<file path="config.mk">
export PLATFORM = sky130hd
export DESIGN_NAME = cmi_ctrl
export DESIGN_NICKNAME = d
export VERILOG_FILES = /design/src/design/cmi_pkg.sv /design/src/design/cmi_ctrl.sv
export SDC_FILE = /design/constraint.sdc
export NUM_CORES = 1
export LEC_CHECK = 0
export BUFFER_PORTS_ARGS = -buffer_cell sky130_fd_sc_hd__buf_2
export CELL_PAD_IN_SITES_DETAIL_PLACEMENT = 1
export CELL_PAD_IN_SITES_GLOBAL_PLACEMENT = 2
export CORE_MARGIN = 4
export CORE_UTILIZATION = 35
export DETAILED_ROUTE_END_ITERATION = 16
export HOLD_SLACK_MARGIN = 0.02
export PLACE_DENSITY = 0.91
export SLEW_MARGIN = 20
export SYNTH_ARGS = -nofsm -noshare
export SYNTH_HDL_FRONTEND = slang
export SYNTH_SLANG_ARGS = --single-unit
</file>
<file path="constraint.sdc">
create_clock -name clk -period 3.9 [get_ports clk]
set_input_delay 0.585 -clock clk [delete_from_list [all_inputs] [get_ports clk]]
set_output_delay 0.585 -clock clk [all_outputs]
set_load 0.01 [all_outputs]
</file>
<file path="src/design/cmi_pkg.sv">
// Shared types and constants for the curve map interpolator.
package cmi_pkg;

  localparam int unsigned DataW = 32;
  localparam int unsigned ModeIdx = 0;
  localparam int unsigned CountIdx = 1;
  localparam logic [16:0] TOne = 17'h10000;

  // Datapath operations issued by the controller.
  typedef enum logic [3:0] {
    OP_NONE,
    OP_READ,      // issue table read at address
    OP_LOAD_LO,   // capture x_lo, y_lo, m_lo from read data
    OP_LOAD_HI,   // capture x_hi, y_hi, m_hi from read data
    OP_DIV_INIT,  // set up t division
    OP_DIV_STEP,  // one quotient bit
    OP_MUL,       // one multiply step of the blend
    OP_OUT        // round, saturate, present result
  } dp_op_t;

  typedef struct packed {
    dp_op_t      op;
    logic [4:0]  step;
  } dp_cmd_t;

  typedef struct packed {
    logic q_le_lo;    // query at or below the x word just read
    logic q_gt_hi;    // query above the x word just read
    logic q_ge_hi;    // query at or above the x word just read
  } dp_stat_t;

endpackage

</file>
<file path="src/design/cmi_ctrl.sv">
// Controller: sequences writes, clamp checks, segment walk, division and blend.
module cmi_ctrl #(
  parameter int unsigned MaxPoints = 64
) (
  input  logic                         clk,
  input  logic                         rst,
  input  logic                         start,
  input  logic                         func,
  input  logic [5:0]                   point_index,
  input  logic [6:0]                   point_count,
  input  cmi_pkg::dp_stat_t            stat,
  output logic                         busy,
  output cmi_pkg::dp_cmd_t             cmd,
  output logic [$clog2(MaxPoints)-1:0] addr,
  output logic                         we,
  output logic                         t_max,
  output logic                         done
);

  localparam int unsigned AW = $clog2(MaxPoints);
  localparam logic [3:0] S_IDLE = 4'd0, S_RD0 = 4'd1, S_CHK0 = 4'd2,
    S_CHKN = 4'd3, S_WALK = 4'd4, S_WCHK = 4'd5, S_LO = 4'd6, S_LOW = 4'd7,
    S_HI = 4'd8, S_HIW = 4'd9, S_DIV = 4'd10, S_MUL = 4'd11, S_OUT = 4'd12,
    S_RDN = 4'd13;

  logic [3:0] state;
  logic [AW:0] n, k;
  logic [4:0] step;
  logic [AW:0] n_lim;

  always_comb begin
    if (point_count < 7'd2) n_lim = (AW+1)'(2);
    else if (32'(point_count) > MaxPoints) n_lim = (AW+1)'(MaxPoints);
    else n_lim = (AW+1)'(point_count);
  end

  assign busy = state != S_IDLE;

  always_comb begin
    cmd.op = cmi_pkg::OP_NONE;
    cmd.step = step;
    addr = k[AW-1:0];
    we = 1'b0;
    case (state)
      S_IDLE: begin
        addr = AW'(point_index);
        we = start && func && (32'(point_index) < MaxPoints);
      end
      S_LOW: cmd.op = cmi_pkg::OP_LOAD_LO;
      S_HIW: cmd.op = cmi_pkg::OP_LOAD_HI;
      S_DIV: cmd.op = (step == 5'd0 && k == '1) ? cmi_pkg::OP_DIV_INIT :
                      cmi_pkg::OP_DIV_STEP;
      S_MUL: cmd.op = cmi_pkg::OP_MUL;
      S_OUT: cmd.op = cmi_pkg::OP_OUT;
      default: cmd.op = cmi_pkg::OP_NONE;
    endcase
  end

  logic init_done;
  logic [AW:0] seg;

  always_ff @(posedge clk) begin
    if (rst) begin
      state <= S_IDLE;
      done <= 1'b0;
      step <= '0;
      init_done <= 1'b0;
    end else begin
      done <= 1'b0;
      case (state)
        S_IDLE: begin
          if (start && !func) begin
            n <= n_lim;
            k <= '0;
            state <= S_CHK0;
          end
        end
        S_CHK0: state <= S_RD0;
        S_RD0: begin
          if (stat.q_le_lo) begin
            seg <= '0; t_max <= 1'b0;
            state <= S_LO; k <= '0;
          end else begin
            k <= n - 1'b1; state <= S_RDN;
          end
        end
        S_RDN: state <= S_CHKN;
        S_CHKN: begin
          if (stat.q_ge_hi) begin
            seg <= n - 2'd2; t_max <= 1'b1;
            k <= n - 2'd2; state <= S_LO;
          end else begin
            t_max <= 1'b0; k <= (AW+1)'(1); state <= S_WALK;
          end
        end
        S_WALK: state <= S_WCHK;
        S_WCHK: begin
          // advance while query lies beyond the next point
          if (k + 1'b1 < n && stat.q_gt_hi) begin
            k <= k + 1'b1; state <= S_WALK;
          end else begin
            seg <= k - 1'b1; k <= k - 1'b1; state <= S_LO;
          end
        end
        S_LO: state <= S_LOW;
        S_LOW: begin k <= seg + 1'b1; state <= S_HI; end
        S_HI: state <= S_HIW;
        S_HIW: begin
          step <= '0; init_done <= 1'b0; k <= '1; state <= S_DIV;
        end
        S_DIV: begin
          if (!init_done) begin
            init_done <= 1'b1; k <= '0;
          end else if (step == 5'd16) begin
            step <= '0; state <= S_MUL;
          end else begin
            step <= step + 1'b1;
          end
        end
        S_MUL: begin
          if (step == 5'd6) state <= S_OUT;
          else step <= step + 1'b1;
        end
        S_OUT: begin done <= 1'b1; state <= S_IDLE; step <= '0; end
        default: state <= S_IDLE;
      endcase
    end
  end

endmodule

</file>
==> impl_metrics.toml <==
[run_status]
status = "finished clean"

[setup_path]
r2r-start = "k[0]$_DFFE_PP_"
cpMaxStageDelayCell = "edfxtp_1"
cpMostUsedCell = "ha_1"
cp-start-kind = "flop"
critical_path_class = "flop to flop"
crit_required_ns = 3.90
r2r_slack_ns = 0.88
slowest_delay_ns = 0.54
path_max_fanout = 10
end_kind = "flop"
crit_chain = "ha_1 > and3_1 > xnor2_1 > inv_1 > ha_1 > nand2_1 > o2111ai_1 > a21oi_4 > a2111oi_1 > buf_4"
r2r-end = "seg[4]$_DFFE_PP_"
rr_worst_depth = 10
cp.arrival_ns = 3.02
critPathCapture = "seg[4]$_DFFE_PP_"
cp-startpoint = "k[0]$_DFFE_PP_"

[synth]
syn_inst = 299
syn_nets = 338
synth_edf_count = 22
yosys_warnings = 0
syn_avg_cell_area_um2 = 8.95
ys_seq_elements = 33
synthFlopType = "edfxtp_1"
synth_top_area_cell = "edfxtp_1"
synth.most_common_cell = "nor2_1"
yosysTopAreaCellShare_pct = 24.7
synthArstFlopShare_pct = 0
synth_area_leaders = "edfxtp_1, ha_1, dfxtp_1"
synthDistinctLibCells = 66
syn_area_um2 = 2680
ys_seq_area_share_pct = 32.9
synth_common_cells = "nor2_1, edfxtp_1, inv_1, ha_1, nand2_1"

[min_path]
hold_class = "flop to flop"

[drt]
wire_per_inst_um = 17.1
drt_pass1_iterations = 4
drc = 0
antenna_left = 0
drtIter0Drc = 144
routed_wirelength_um = 7360
vias_per_cell = 5.40
vias = 2326

[timing]
hold_ws_ns = 0.522
fin_tns_setup_ns = 0
tightestPinTransition_ns = 0.807
final_max_slew_viol_count = 0
fin_worst_skew_ns = 0.0123
max_slew_margin_pct = 46.2
setup_viol = 0
setup_slack_ns = 0.876
rsz0062_at_grt = "no"
period_needed_ns = 3.02
max_freq_mhz = 331
finalHoldViolations = 0
period_share_pct = 77.5

[die]
die_h_um = 95.4
die-area_um2 = 9110
ioPinCount = 39
core.rowCount = 31
floorplan.initialDensity_pct = 36.5
core_um2 = 7330
die_x_um = 95.4

[clock_tree]
post_cts_resized = 0
hold_buffers = 0
cts_tree = "built"
cts_max_path_buffers = 2
cts.sinks = 33
h-tree-depth = 2
path_clk_slew_ns = 0.08
numCtsBuffers = 5
root_buffer = "clkbuf_8"
clock_latency_ns = 0.29
post_cts.repair.setup_buffers = 0

[placed_design]
routabilityCongestion = 0.837
port_buffers = 37
dpl.hpwl_um = 5720
place_ws_ns = 0.914

[global_routing]
grt_overflow = 0
grt.total_usage_pct = 17.1
grt_pass1_wl_um = 12100
antenna_found_initial = 0
grt_max_degree = 27
grt_pass1_vias = 2404

[final_layout]
n_antenna_cell = 0
final_core_util_pct = 41.3
area_growth_pct = 13.2
nets = 370
drive_gt1_share_pct = 19.3
fillers = 863

[job]
maxCapViolCount = 0

[power]
p_per_area_nw_per_um2 = 366
p_total_mw = 1.11
vdd_drop_max_v = 0.000109
p_leak_nw = 1.26
-- power breakdown --
| group | internal, mW | total, mW | switching (mW) |
|---|---|---|---|
| Sequential | 0.401 | 0.456 | 0.0550 |
| Clock | 0.189 | 0.323 | 0.134 |
| Combinational | 0.148 | 0.331 | 0.183 |
| Total | 0.738 | 1.11 | 0.372 |
-- layer usage --
| metal | part of all wire (%) | vias to the layer above | wire [µm] | global-route usage, % |
|---|---|---|---|---|
| met5 | 0 | - | 0 | 0 |
| met4 | 1.3 | 0 | 95 | 4.38 |
| met3 | 3.7 | 7 | 270 | 2.29 |
| met2 | 47 | 48 | 3460 | 28.7 |
| met1 | 48 | 1125 | 3530 | 23.3 |
| li1 | - | 1146 | - | - |
-- how the worst min path moves through the flow --
stage	startpoint	slack (ns)	cells after the start	to
after floorplan	init_done$_SDFFE_PP0P_	0.48	2	init_done$_SDFFE_PP0P_
after global placement	init_done$_SDFFE_PP0P_	0.51	2	init_done$_SDFFE_PP0P_
after detailed placement	init_done$_SDFFE_PP0P_	0.51	2	init_done$_SDFFE_PP0P_
after CTS	init_done$_SDFFE_PP0P_	0.52	2	init_done$_SDFFE_PP0P_
after global routing	point_count[6]	0.56	1	n[6]$_SDFFCE_PP0P_
final	init_done$_SDFFE_PP0P_	0.52	2	init_done$_SDFFE_PP0P_
-- state kept, by name (all words and copies together), names as in the netlist --
name	flops
state	4
seg	7
done	1
n	7
t_max	1
k	7
step	5
init_done	1
-- final cells by class --
| cell class | instances | area [µm²] | area share [%] |
|---|---|---|---|
| multi-input combinational | 231 | 1640 | 54.0 |
| sequential | 33 | 881 | 29.1 |
| timing repair buffer | 40 | 208 | 6.85 |
| tap | 99 | 124 | 4.09 |
| inverter | 20 | 75.1 | 2.48 |
| clock buffer | 6 | 72.6 | 2.39 |
| clock inverter | 2 | 33.8 | 1.11 |
-- critical path: cells and delay by family, from the launching register on --
family	cells	cell delay, ns
XOR/XNOR	1	0.19
AO/OA/AOI/OAI	3	0.84
flip-flops	1	0.54
adder cells (fa/ha/maj)	2	0.60
AND/OR/NAND/NOR	2	0.27
buffers and inverters	2	0.29
-- through the flow --
| step | instance area (µm²) | instances |
|---|---|---|
| 2_1_floorplan | 2680 | 299 |
| 3_3_place_gp | 2920 | 423 |
| 3_5_place_dp | 2920 | 423 |
| 4_1_cts | 3030 | 431 |
| 5_1_grt | 3030 | 431 |
| 6_report | 3030 | 431 |
-- cell families (layout without fill, tap and decap cells) --
kind of cell,Yosys count,in the layout,share of synthesized area (%)
muxes,12,12,4.77
and+or+nand+nor,107,107,21.5
adders and majority gates,19,19,8.88
xor gates and xnor gates,24,24,7.85
buffers and inverters,35,68,5.98
other,1,1,0.140
AOI/OAI and AO/OA,68,68,18.0
DFF,33,33,32.9
-- cells in the final DEF (no fill, tap or decap), types with 11 or more instances in the layout --
master and count:
ha_1 19, xnor2_1 13, edfxtp_1 22, o21ai_0 11
nor2_1 28, inv_1 20, xor2_1 11, buf_2 37
nand2_1 19, dfxtp_1 11, a21oi_1 12, nand3_1 15
No activity file was read; power rests on OpenSTA's default activity.
